**config.mk**
```make
export PLATFORM = sky130hd
export DESIGN_NAME = icmp_reply_classifier_rtt_stats
export DESIGN_NICKNAME = d
export VERILOG_FILES = /design/src/rtl/core/icmprc_pkg.sv /design/src/rtl/core/icmprc_ctrl.sv /design/src/rtl/core/icmprc_dp.sv /design/src/rtl/core/icmp_reply_classifier_rtt_stats.sv
export SDC_FILE = /design/constraint.sdc
export NUM_CORES = 2
export LEC_CHECK = 0
export ABC_AREA = 1
export ABC_CLOCK_PERIOD_IN_PS = 15500
export BUFFER_PORTS_ARGS = -buffer_cell sky130_fd_sc_hd__buf_4
export CAP_MARGIN = 20
export CORE_ASPECT_RATIO = 0.9
export CORE_UTILIZATION = 55
export CTS_CLUSTER_SIZE = 16
export DETAILED_ROUTE_END_ITERATION = 6
export PLACE_DENSITY = 0.73
export SLEW_MARGIN = 10
export SYNTH_ARGS = -nofsm -noshare
export SYNTH_HDL_FRONTEND = slang
export SYNTH_SLANG_ARGS = --single-unit
```
**constraint.sdc**
```tcl
create_clock -name clk -period 15.5 [get_ports clk]
set_clock_uncertainty 0.1 [all_clocks]
set_input_delay 0 -clock clk [delete_from_list [all_inputs] [get_ports clk]]
set_output_delay 0 -clock clk [all_outputs]
set_load 0.02 [all_outputs]
```
**src/rtl/core/icmprc_pkg.sv**
```systemverilog
// Shared types and constants of the ICMP reply classifier.
package icmprc_pkg;

	typedef enum logic [2:0] {
		ST_IDLE,
		ST_EVAL,
		ST_MUL,
		ST_CLAMP,
		ST_SQUARE,
		ST_UPDATE,
		ST_SEND
	} state_t;

	typedef struct packed {
		logic capture;
		logic finish;
		logic eval;
		logic mul;
		logic clamp;
		logic square;
		logic update;
	} cmd_t;

	localparam logic [2:0] STAT_SHORT      = 3'd0;
	localparam logic [2:0] STAT_REPLY      = 3'd1;
	localparam logic [2:0] STAT_DUPLICATE  = 3'd2;
	localparam logic [2:0] STAT_WRONG_ID   = 3'd3;
	localparam logic [2:0] STAT_TTL_MATCH  = 3'd4;
	localparam logic [2:0] STAT_TTL_SHORT  = 3'd5;
	localparam logic [2:0] STAT_TTL_OTHER  = 3'd6;
	localparam logic [2:0] STAT_OTHER_TYPE = 3'd7;

	localparam logic [7:0] ICMP_ECHO_REPLY   = 8'd0;
	localparam logic [7:0] ICMP_ECHO_REQUEST = 8'd8;
	localparam logic [7:0] ICMP_TIME_EXCEED  = 8'd11;

	localparam logic signed [21:0] USEC_PER_SEC = 22'sd1000000;

endpackage

```
**src/rtl/core/icmprc_ctrl.sv**
```systemverilog
// Sequencer for the classifier: byte intake, then the end-of-packet steps.
module icmprc_ctrl (
	input  logic               clk,
	input  logic               arst_n,
	input  logic               in_valid,
	input  logic               last,
	input  logic               out_stall,
	output logic               in_stall,
	output logic               out_valid,
	output icmprc_pkg::cmd_t   cmd
);
	import icmprc_pkg::*;

	state_t state_q, state_n;

	always_ff @(posedge clk or negedge arst_n) begin
		if (!arst_n) begin
			state_q <= ST_IDLE;
		end else begin
			state_q <= state_n;
		end
	end

	always_comb begin
		state_n = state_q;
		cmd = '0;
		in_stall = 1'b1;
		out_valid = 1'b0;
		unique case (state_q)
			ST_IDLE: begin
				in_stall = 1'b0;
				cmd.capture = in_valid;
				cmd.finish = in_valid && last;
				if (in_valid && last) state_n = ST_EVAL;
			end
			ST_EVAL: begin
				cmd.eval = 1'b1;
				state_n = ST_MUL;
			end
			ST_MUL: begin
				cmd.mul = 1'b1;
				state_n = ST_CLAMP;
			end
			ST_CLAMP: begin
				cmd.clamp = 1'b1;
				state_n = ST_SQUARE;
			end
			ST_SQUARE: begin
				cmd.square = 1'b1;
				state_n = ST_UPDATE;
			end
			ST_UPDATE: begin
				cmd.update = 1'b1;
				state_n = ST_SEND;
			end
			ST_SEND: begin
				out_valid = 1'b1;
				if (!out_stall) state_n = ST_IDLE;
			end
			default: state_n = ST_IDLE;
		endcase
	end

endmodule

```
**src/rtl/core/icmprc_dp.sv**
```systemverilog
// Datapath: header capture, classification, RTT arithmetic and statistics.
module icmprc_dp #(
	parameter int MAX_PACKET_BYTES = 65535
) (
	input  logic               clk,
	input  logic               arst_n,
	input  icmprc_pkg::cmd_t   cmd,
	input  logic               cfg_write_en,
	input  logic [15:0]        cfg_write_data,
	input  logic [7:0]         data_byte,
	input  logic [31:0]        recv_sec,
	input  logic [19:0]        recv_usec,
	input  logic [31:0]        sent_count,
	output logic [2:0]         status,
	output logic [15:0]        seq_number,
	output logic [7:0]         hop_ttl,
	output logic [31:0]        rtt_us,
	output logic [15:0]        icmp_bytes,
	output logic [31:0]        received_total,
	output logic [31:0]        responded_total,
	output logic [31:0]        rtt_min_us,
	output logic [31:0]        rtt_max_us,
	output logic [47:0]        rtt_sum_us,
	output logic [63:0]        rtt_square_sum
);
	import icmprc_pkg::*;

	localparam int POS_W = $clog2(MAX_PACKET_BYTES + 1);
	localparam logic [POS_W-1:0] POS_MAX = POS_W'(MAX_PACKET_BYTES);

	logic [15:0] echo_ident_q;
	logic [POS_W-1:0] pos_q, pos_n;
	logic [5:0] ohl_q, ohl_n, ihl_q, ihl_n;
	logic [7:0] ttl_q, ttl_n, type_q, type_n;
	logic [15:0] id_q, id_n, seq_q, seq_n;
	logic [31:0] ss_q, ss_n, su_q, su_n;
	logic [39:0] inner_q, inner_n;
	logic [15:0] len_q;
	logic [31:0] rs_q, sent_q;
	logic [19:0] ru_q;

	logic live, pos0, in_hdr, in_inner;
	logic [15:0] pos16, off, j;

	assign live  = pos_q < POS_MAX;
	assign pos0  = pos_q == '0;
	assign pos16 = 16'(pos_q);
	assign pos_n = live ? pos_q + POS_W'(1) : pos_q;

	always_comb begin
		ohl_n = pos0 ? {data_byte[3:0], 2'b00} : ohl_q;
		ttl_n = pos0 ? 8'd0 : ttl_q;
		type_n = pos0 ? 8'd0 : type_q;
		id_n = pos0 ? 16'd0 : id_q;
		seq_n = pos0 ? 16'd0 : seq_q;
		ss_n = pos0 ? 32'd0 : ss_q;
		su_n = pos0 ? 32'd0 : su_q;
		ihl_n = pos0 ? 6'd0 : ihl_q;
		inner_n = pos0 ? 40'd0 : inner_q;
		if (pos16 == 16'd8) ttl_n = data_byte;
		in_hdr = pos16 >= 16'(ohl_n);
		off = pos16 - 16'(ohl_n);
		if (in_hdr) begin
			unique case (off)
				16'd0:  type_n = data_byte;
				16'd4:  id_n[15:8] = data_byte;
				16'd5:  id_n[7:0] = data_byte;
				16'd6:  seq_n[15:8] = data_byte;
				16'd7:  seq_n[7:0] = data_byte;
				16'd8:  ss_n[31:24] = data_byte;
				16'd9:  ss_n[23:16] = data_byte;
				16'd10: ss_n[15:8] = data_byte;
				16'd11: ss_n[7:0] = data_byte;
				16'd12: su_n[31:24] = data_byte;
				16'd13: su_n[23:16] = data_byte;
				16'd14: su_n[15:8] = data_byte;
				16'd15: su_n[7:0] = data_byte;
				default: ;
			endcase
			if (off == 16'd8) ihl_n = {data_byte[3:0], 2'b00};
		end
		// The inner header length takes effect on its own byte.
		in_inner = in_hdr && off >= 16'd8 && (off - 16'd8) >= 16'(ihl_n);
		j = off - 16'd8 - 16'(ihl_n);
		if (in_inner) begin
			unique case (j)
				16'd0: inner_n[39:32] = data_byte;
				16'd4: inner_n[31:24] = data_byte;
				16'd5: inner_n[23:16] = data_byte;
				16'd6: inner_n[15:8] = data_byte;
				16'd7: inner_n[7:0] = data_byte;
				default: ;
			endcase
		end
	end

	always_ff @(posedge clk or negedge arst_n) begin
		if (!arst_n) begin
			pos_q <= '0;
			echo_ident_q <= '0;
		end else begin
			if (cfg_write_en) echo_ident_q <= cfg_write_data;
			if (cmd.finish) begin
				pos_q <= '0;
			end else if (cmd.capture) begin
				pos_q <= pos_n;
			end
		end
	end

	always_ff @(posedge clk) begin
		if (cmd.capture && live) begin
			ohl_q <= ohl_n;
			ttl_q <= ttl_n;
			type_q <= type_n;
			id_q <= id_n;
			seq_q <= seq_n;
			ss_q <= ss_n;
			su_q <= su_n;
			ihl_q <= ihl_n;
			inner_q <= inner_n;
		end
		if (cmd.finish) begin
			len_q <= 16'(pos_n);
			rs_q <= recv_sec;
			ru_q <= recv_usec;
			sent_q <= sent_count;
		end
	end

	// Classification and first RTT step.
	logic short_c, match_c, stamp_c, te_c;
	logic [15:0] icmp_len_c, seq_c;
	logic [2:0] status_c;
	logic signed [33:0] dsec_c, dus_c;

	always_comb begin
		short_c = {1'b0, len_q} < 17'(ohl_q) + 17'd8;
		icmp_len_c = len_q - 16'(ohl_q);
		match_c = 1'b0;
		stamp_c = icmp_len_c >= 16'd16;
		te_c = 1'b0;
		seq_c = seq_q;
		if (short_c) begin
			status_c = STAT_SHORT;
			icmp_len_c = 16'd0;
			seq_c = 16'd0;
		end else if (type_q == ICMP_ECHO_REPLY) begin
			if (id_q != echo_ident_q) begin
				status_c = STAT_WRONG_ID;
			end else begin
				match_c = 1'b1;
				if (sent_q != 32'd0 && 33'(seq_q) + 33'd1 < 33'(sent_q))
					status_c = STAT_DUPLICATE;
				else
					status_c = STAT_REPLY;
			end
		end else if (type_q == ICMP_TIME_EXCEED) begin
			te_c = 1'b1;
			if (icmp_len_c < 16'd20 || icmp_len_c < 16'(ihl_q) + 16'd8) begin
				status_c = STAT_TTL_SHORT;
			end else if (inner_q[39:32] == ICMP_ECHO_REQUEST &&
			             inner_q[31:16] == echo_ident_q) begin
				status_c = STAT_TTL_MATCH;
				seq_c = inner_q[15:0];
			end else begin
				status_c = STAT_TTL_OTHER;
			end
		end else begin
			status_c = STAT_OTHER_TYPE;
		end
		dsec_c = $signed({2'b00, rs_q}) - $signed({2'b00, ss_q});
		dus_c = $signed({14'd0, ru_q}) - $signed({2'b00, su_q});
		// One-second borrow, also when the stamp is out of range.
		if (dus_c < 0) begin
			dsec_c = dsec_c - 34'sd1;
			dus_c = dus_c + 34'sd1000000;
		end
	end

	logic do_stats_q, match_q, te_q;
	logic signed [33:0] dsec_s1, dus_s1, dus_s2;
	logic signed [55:0] prod_s2;
	logic [31:0] rtt_s3;
	logic [63:0] sq_s4;
	logic signed [55:0] t_c;

	always_ff @(posedge clk) begin
		if (cmd.eval) begin
			status <= status_c;
			seq_number <= seq_c;
			icmp_bytes <= icmp_len_c;
			hop_ttl <= ttl_q;
			match_q <= match_c;
			te_q <= te_c;
			do_stats_q <= match_c && stamp_c;
			dsec_s1 <= dsec_c;
			dus_s1 <= dus_c;
		end
		if (cmd.mul) begin
			prod_s2 <= 56'(dsec_s1) * 56'(USEC_PER_SEC);
			dus_s2 <= dus_s1;
		end
		if (cmd.clamp) begin
			if (t_c < 0)
				rtt_s3 <= 32'd0;
			else if (t_c > 56'sh0_0000_FFFF_FFFF)
				rtt_s3 <= 32'hFFFF_FFFF;
			else
				rtt_s3 <= t_c[31:0];
		end
		if (cmd.square) begin
			sq_s4 <= 64'(rtt_s3) * 64'(rtt_s3);
			rtt_us <= do_stats_q ? rtt_s3 : 32'd0;
		end
	end

	assign t_c = prod_s2 + 56'(dus_s2);

	logic [48:0] sum_c;
	logic [64:0] sqs_c;
	assign sum_c = {1'b0, rtt_sum_us} + 49'(rtt_s3);
	assign sqs_c = {1'b0, rtt_square_sum} + {1'b0, sq_s4};

	always_ff @(posedge clk or negedge arst_n) begin
		if (!arst_n) begin
			received_total <= '0;
			responded_total <= '0;
			rtt_min_us <= '1;
			rtt_max_us <= '0;
			rtt_sum_us <= '0;
			rtt_square_sum <= '0;
		end else if (cmd.update) begin
			if (match_q) received_total <= received_total + 32'd1;
			if (match_q || te_q) responded_total <= responded_total + 32'd1;
			if (do_stats_q) begin
				rtt_sum_us <= sum_c[48] ? '1 : sum_c[47:0];
				rtt_square_sum <= sqs_c[64] ? '1 : sqs_c[63:0];
				if (rtt_s3 < rtt_min_us) rtt_min_us <= rtt_s3;
				if (rtt_s3 > rtt_max_us) rtt_max_us <= rtt_s3;
			end
		end
	end

endmodule

```
**src/rtl/core/icmp_reply_classifier_rtt_stats.sv**
```systemverilog
// Top level of the ICMP reply classifier with round-trip statistics.
// Packet bytes enter on the input channel (in_valid, in_stall), one word per
// cycle, with last marking the final byte; recv_sec, recv_usec and
// sent_count are sampled with that last word. Every packet yields one result
// word on the output channel (out_valid, out_stall) carrying the class, the
// sequence, TTL, RTT and the statistics after that packet.
// Non-final bytes are taken at one per cycle. After the last byte the block
// runs five steps (classify, seconds-to-microseconds multiply, clamp, square,
// statistics update) and then holds the result with out_valid high until it is
// taken; in_stall is high from the last byte until the result is taken.
// While out_stall is high the result word holds and no input is taken.
// Reset clears the byte counter, the counters and sums, sets the minimum RTT
// to all ones and clears the expected identifier. The identifier register
// may be written at any idle time through cfg_write_en and cfg_write_data.
module icmp_reply_classifier_rtt_stats #(
	parameter int MAX_PACKET_BYTES = 65535
) (
	input  logic        clk,
	input  logic        arst_n,
	input  logic        cfg_write_en,
	input  logic [15:0] cfg_write_data,
	input  logic        in_valid,
	output logic        in_stall,
	input  logic [7:0]  data_byte,
	input  logic        last,
	input  logic [31:0] recv_sec,
	input  logic [19:0] recv_usec,
	input  logic [31:0] sent_count,
	output logic        out_valid,
	input  logic        out_stall,
	output logic [2:0]  status,
	output logic [15:0] seq_number,
	output logic [7:0]  hop_ttl,
	output logic [31:0] rtt_us,
	output logic [15:0] icmp_bytes,
	output logic [31:0] received_total,
	output logic [31:0] responded_total,
	output logic [31:0] rtt_min_us,
	output logic [31:0] rtt_max_us,
	output logic [47:0] rtt_sum_us,
	output logic [63:0] rtt_square_sum
);
	import icmprc_pkg::*;

	cmd_t cmd;

	icmprc_ctrl u_ctrl (
		.clk       (clk),
		.arst_n    (arst_n),
		.in_valid  (in_valid),
		.last      (last),
		.out_stall (out_stall),
		.in_stall  (in_stall),
		.out_valid (out_valid),
		.cmd       (cmd)
	);

	icmprc_dp #(
		.MAX_PACKET_BYTES (MAX_PACKET_BYTES)
	) u_dp (
		.clk             (clk),
		.arst_n          (arst_n),
		.cmd             (cmd),
		.cfg_write_en    (cfg_write_en),
		.cfg_write_data  (cfg_write_data),
		.data_byte       (data_byte),
		.recv_sec        (recv_sec),
		.recv_usec       (recv_usec),
		.sent_count      (sent_count),
		.status          (status),
		.seq_number      (seq_number),
		.hop_ttl         (hop_ttl),
		.rtt_us          (rtt_us),
		.icmp_bytes      (icmp_bytes),
		.received_total  (received_total),
		.responded_total (responded_total),
		.rtt_min_us      (rtt_min_us),
		.rtt_max_us      (rtt_max_us),
		.rtt_sum_us      (rtt_sum_us),
		.rtt_square_sum  (rtt_square_sum)
	);

	a_no_intake_while_result: assert property (@(posedge clk) disable iff (!arst_n)
		out_valid |-> in_stall)
		else $error("input taken while a result is pending");

	a_last_blocks_intake: assert property (@(posedge clk) disable iff (!arst_n)
		(in_valid && !in_stall && last) |=> in_stall)
		else $error("input not blocked after the last byte");

	a_rtt_only_for_replies: assert property (@(posedge clk) disable iff (!arst_n)
		(out_valid && status != STAT_REPLY && status != STAT_DUPLICATE) |-> rtt_us == 32'd0)
		else $error("RTT reported for a packet that is not an echo reply");

	a_short_is_empty: assert property (@(posedge clk) disable iff (!arst_n)
		(out_valid && status == STAT_SHORT) |-> (icmp_bytes == 16'd0 && seq_number == 16'd0))
		else $error("short packet reports length or sequence");

endmodule
```
==> metrics.csv <==
metric,value,unit
setup_tns,0,ns
end_kind,register,
ys_types,68,
yosys.area.top_type_share,21.6,%
met2_usage,53.1,%
post_cts_resized,0,
start_util,55.6,%
layout-drive-gt1-share,7.72,%
clk_latency,0.78,ns
finalHoldViolCount,0,
grt_pass1_vias,73000,
fin_crit,8.90,ns
drc,0,
maxSlewViolCount,0,
dieWidth,426,um
fin_crit_sh,57.4,%
setup_violations,0,
syn_area,0.0889,mm^2
cap_violations,0,
final_area,0.100,mm^2
grt_util_all_layers,31.7,%
routabilityCongestion,0.988,
worstSetupStartpointType,register,
slowest_delay,0.82,ns
drt_first_pass_iters,6,
antenna_found_initial,4,
use_met3,4.77,%
place.detailed.hpwl,198000,um
cp_data_required_time,15.91,ns
syn-num-nets,12000,
grt_overflow,0,
slowest_stage,edfxtp_1,
top_usage_layer,met2,
rrSetupSlack,6.60,ns
num-nets-final,12600,
fmax,112,MHz
ys_seq_area_share,27.6,%
cts_setup_buffers,0,
synth_top_area_cell,fa_1,
syn_inst,10100,
rsz0062_at_grt,no,
synth_area_leaders,"fa_1 (22%), edfxtp_1 (20%), ha_1 (12%), inv_1 (9.9%), nand2_1 (7.0%)",
ant_nets,0,
drt-total-wl,258000,um
max_slew.worst_pin.slew,1.18,ns
cts_tree,yes,
hold_path.class,in2reg,
slew_headroom,20.3,%
yosys_warnings,0,
dpl_cell_area,0.0944,mm^2
rows,139,
syn_avg_cell_area,8.79,um^2
synth_edf_count,588,
wl_per_cell,19.9,um
h-tree-depth,3,
cp_max_fo,23,
cts_buffers,99,
ys_ff_latch,863,
io_buffer_count,430,
dieArea,0.163,mm^2
vias,71000,
status,"finished, final reports clean",
cts_sinks,863,
clk_pin_slew,0.06,ns
clockBufferDepth,3,
synthFlopType,edfxtp_1,
drtIter0Drc,5656,
area_delta_synth_final,12.8,%
drt-vias-per-instance,5.49,
grt_pass1_wl,402000,um
die_h,383,um
met1_usage,39.7,%
cts_root_buf,clkbuf_16,
io_pins,431,
grt_max_degree,100,
async_reset_ff_share,31.9,%
core_area,0.160,mm^2
critPathKind,reg2reg,
arrival,9.31,ns
-- cell usage after synthesis (8+ instances only) --
library cell / number
nor2_2: 9
buf_1: 15
inv_1: 2348
nand4_1: 137
inv_2: 15
nand3_1: 356
a21oi_1: 487
nor2_1: 591
xnor2_1: 177
o21a_1: 74
o22ai_1: 8
dfrtp_1: 243
xor2_1: 303
edfxtp_1: 588
a211oi_1: 11
o221ai_1: 17
nand2_1: 1667
dfstp_2: 32
buf_6: 8
o211ai_1: 18
a21boi_0: 20
o21bai_1: 34
nand3b_1: 18
or2_2: 41
o21ai_0: 477
o31ai_1: 9
clkbuf_1: 211
a31o_2: 8
nand3_2: 10
nor4_1: 44
nor3_1: 99
a21o_1: 33
ha_1: 824
nand2_2: 11
fa_1: 961
a31oi_1: 124
-- cell usage in the layout, fill, tap and decap left out, types with 11 or more instances in the layout --
cell type and n:
or2_2 41, clkbuf_16 100, a21o_1 33, clkinv_2 15
o21bai_1 34, o21ai_0 477, o211ai_1 18, bufinv_16 11
nand2_1 1664, nand3_1 355, a21boi_0 20, o221ai_1 17
a21oi_1 487, dlygate4sd3_1 242, fa_1 961, nand3_2 11
nor2_1 588, nand4_1 137, buf_4 495, a31oi_1 124
edfxtp_1 588, nand3b_1 18, a211oi_1 11, xor2_1 303
inv_1 2347, xnor2_1 177, o21a_1 74, inv_2 15
ha_1 824, nor4_1 43, dfrtp_1 243, nand2_2 13
nor3_1 94, dfstp_2 32, clkbuf_1 17
-- layer usage --
metal | vias up | wire, um
met5 | - | 0
met4 | 0 | 15200
met3 | 613 | 16700
met2 | 2681 | 123000
met1 | 34500 | 103000
li1 | 33200 | -
-- flip-flops by register name, indices dropped and copies added (netlist names), 34 cells and up --
signal / count
u_dp.rtt_square_sum: 64
u_dp.sq_s4: 63
u_dp.prod_s2: 49
u_dp.rtt_sum_us: 48
u_dp.inner_q: 40
u_dp.dsec_s1: 34
u_dp.dus_s1: 34
u_dp.dus_s2: 34
-- through the flow --
stage          utilization [%]  setup slack, ns  hold slack [ns]  instances
2_1_floorplan                -             7.07           -0.396      10100
3_3_place_gp              59.0             6.67           0.0567      12500
3_5_place_dp              59.0             6.58           0.0641      12500
4_1_cts                   62.7             6.64           0.0381      12900
5_1_grt                   62.7             6.24           0.0803      12900
6_report                  62.7             6.60           0.0920      12900
-- critical path, delay by kind of cell (launching register included) --
kind | cells | cell delay (ns)
adders and majority gates | 9 | 4.32
DFF | 1 | 0.82
AOI/OAI and AO/OA | 6 | 1.71
and+or+nand+nor | 5 | 0.63
xor gates and xnor gates | 1 | 0.17
buffers and inverters | 9 | 0.89
-- area by class of cell --
| class | instances | area [um^2] |
|---|---|---|
| fillers | 13400 | 59700 |
| multi-input cells | 6651 | 54600 |
| flip-flops and latches | 863 | 24600 |
| inverters | 2365 | 8880 |
| repair buffers | 740 | 6190 |
| clock buffers | 123 | 2650 |
| well taps | 2115 | 2650 |
| clock inverters | 63 | 786 |
| diodes | 4 | 10.0 |
-- final timing paths --
check,from,endpoint,depth (start not counted)
worst max-delay path,u_dp.rtt_s3[10],u_dp.sq_s4[48],30
worst min-delay path,cfg_write_en,u_dp.echo_ident_q[4],3
worst max register to register,u_dp.rtt_s3[10],u_dp.sq_s4[48],30
worst min register to register,u_dp.dus_s1[11],u_dp.dus_s2[11],0
max in group asynchronous,arst_n,u_dp.received_total[13],5
min in group asynchronous,arst_n,u_dp.rtt_min_us[30],3
-- timing repair --
item | in CTS | in global routing
hold buffers | 243 | 0
hold endpoints to repair | 353 | 0
endpoints found under the setup margin | 0 | 0
-- cell families after synthesis --
group / synth area share (%)
XOR/XNOR: 4.76
AND/OR/NAND/NOR: 14.6
buffers and inverters: 11.1
AO/OA/AOI/OAI: 8.58
flip-flops: 27.6
adder cells (fa/ha/maj): 33.2
multiplexers: 0.0619
Power is left out: the tool's default activity adds up to more than one toggle a clock period on the data nets, which glitch-free logic cannot reach.
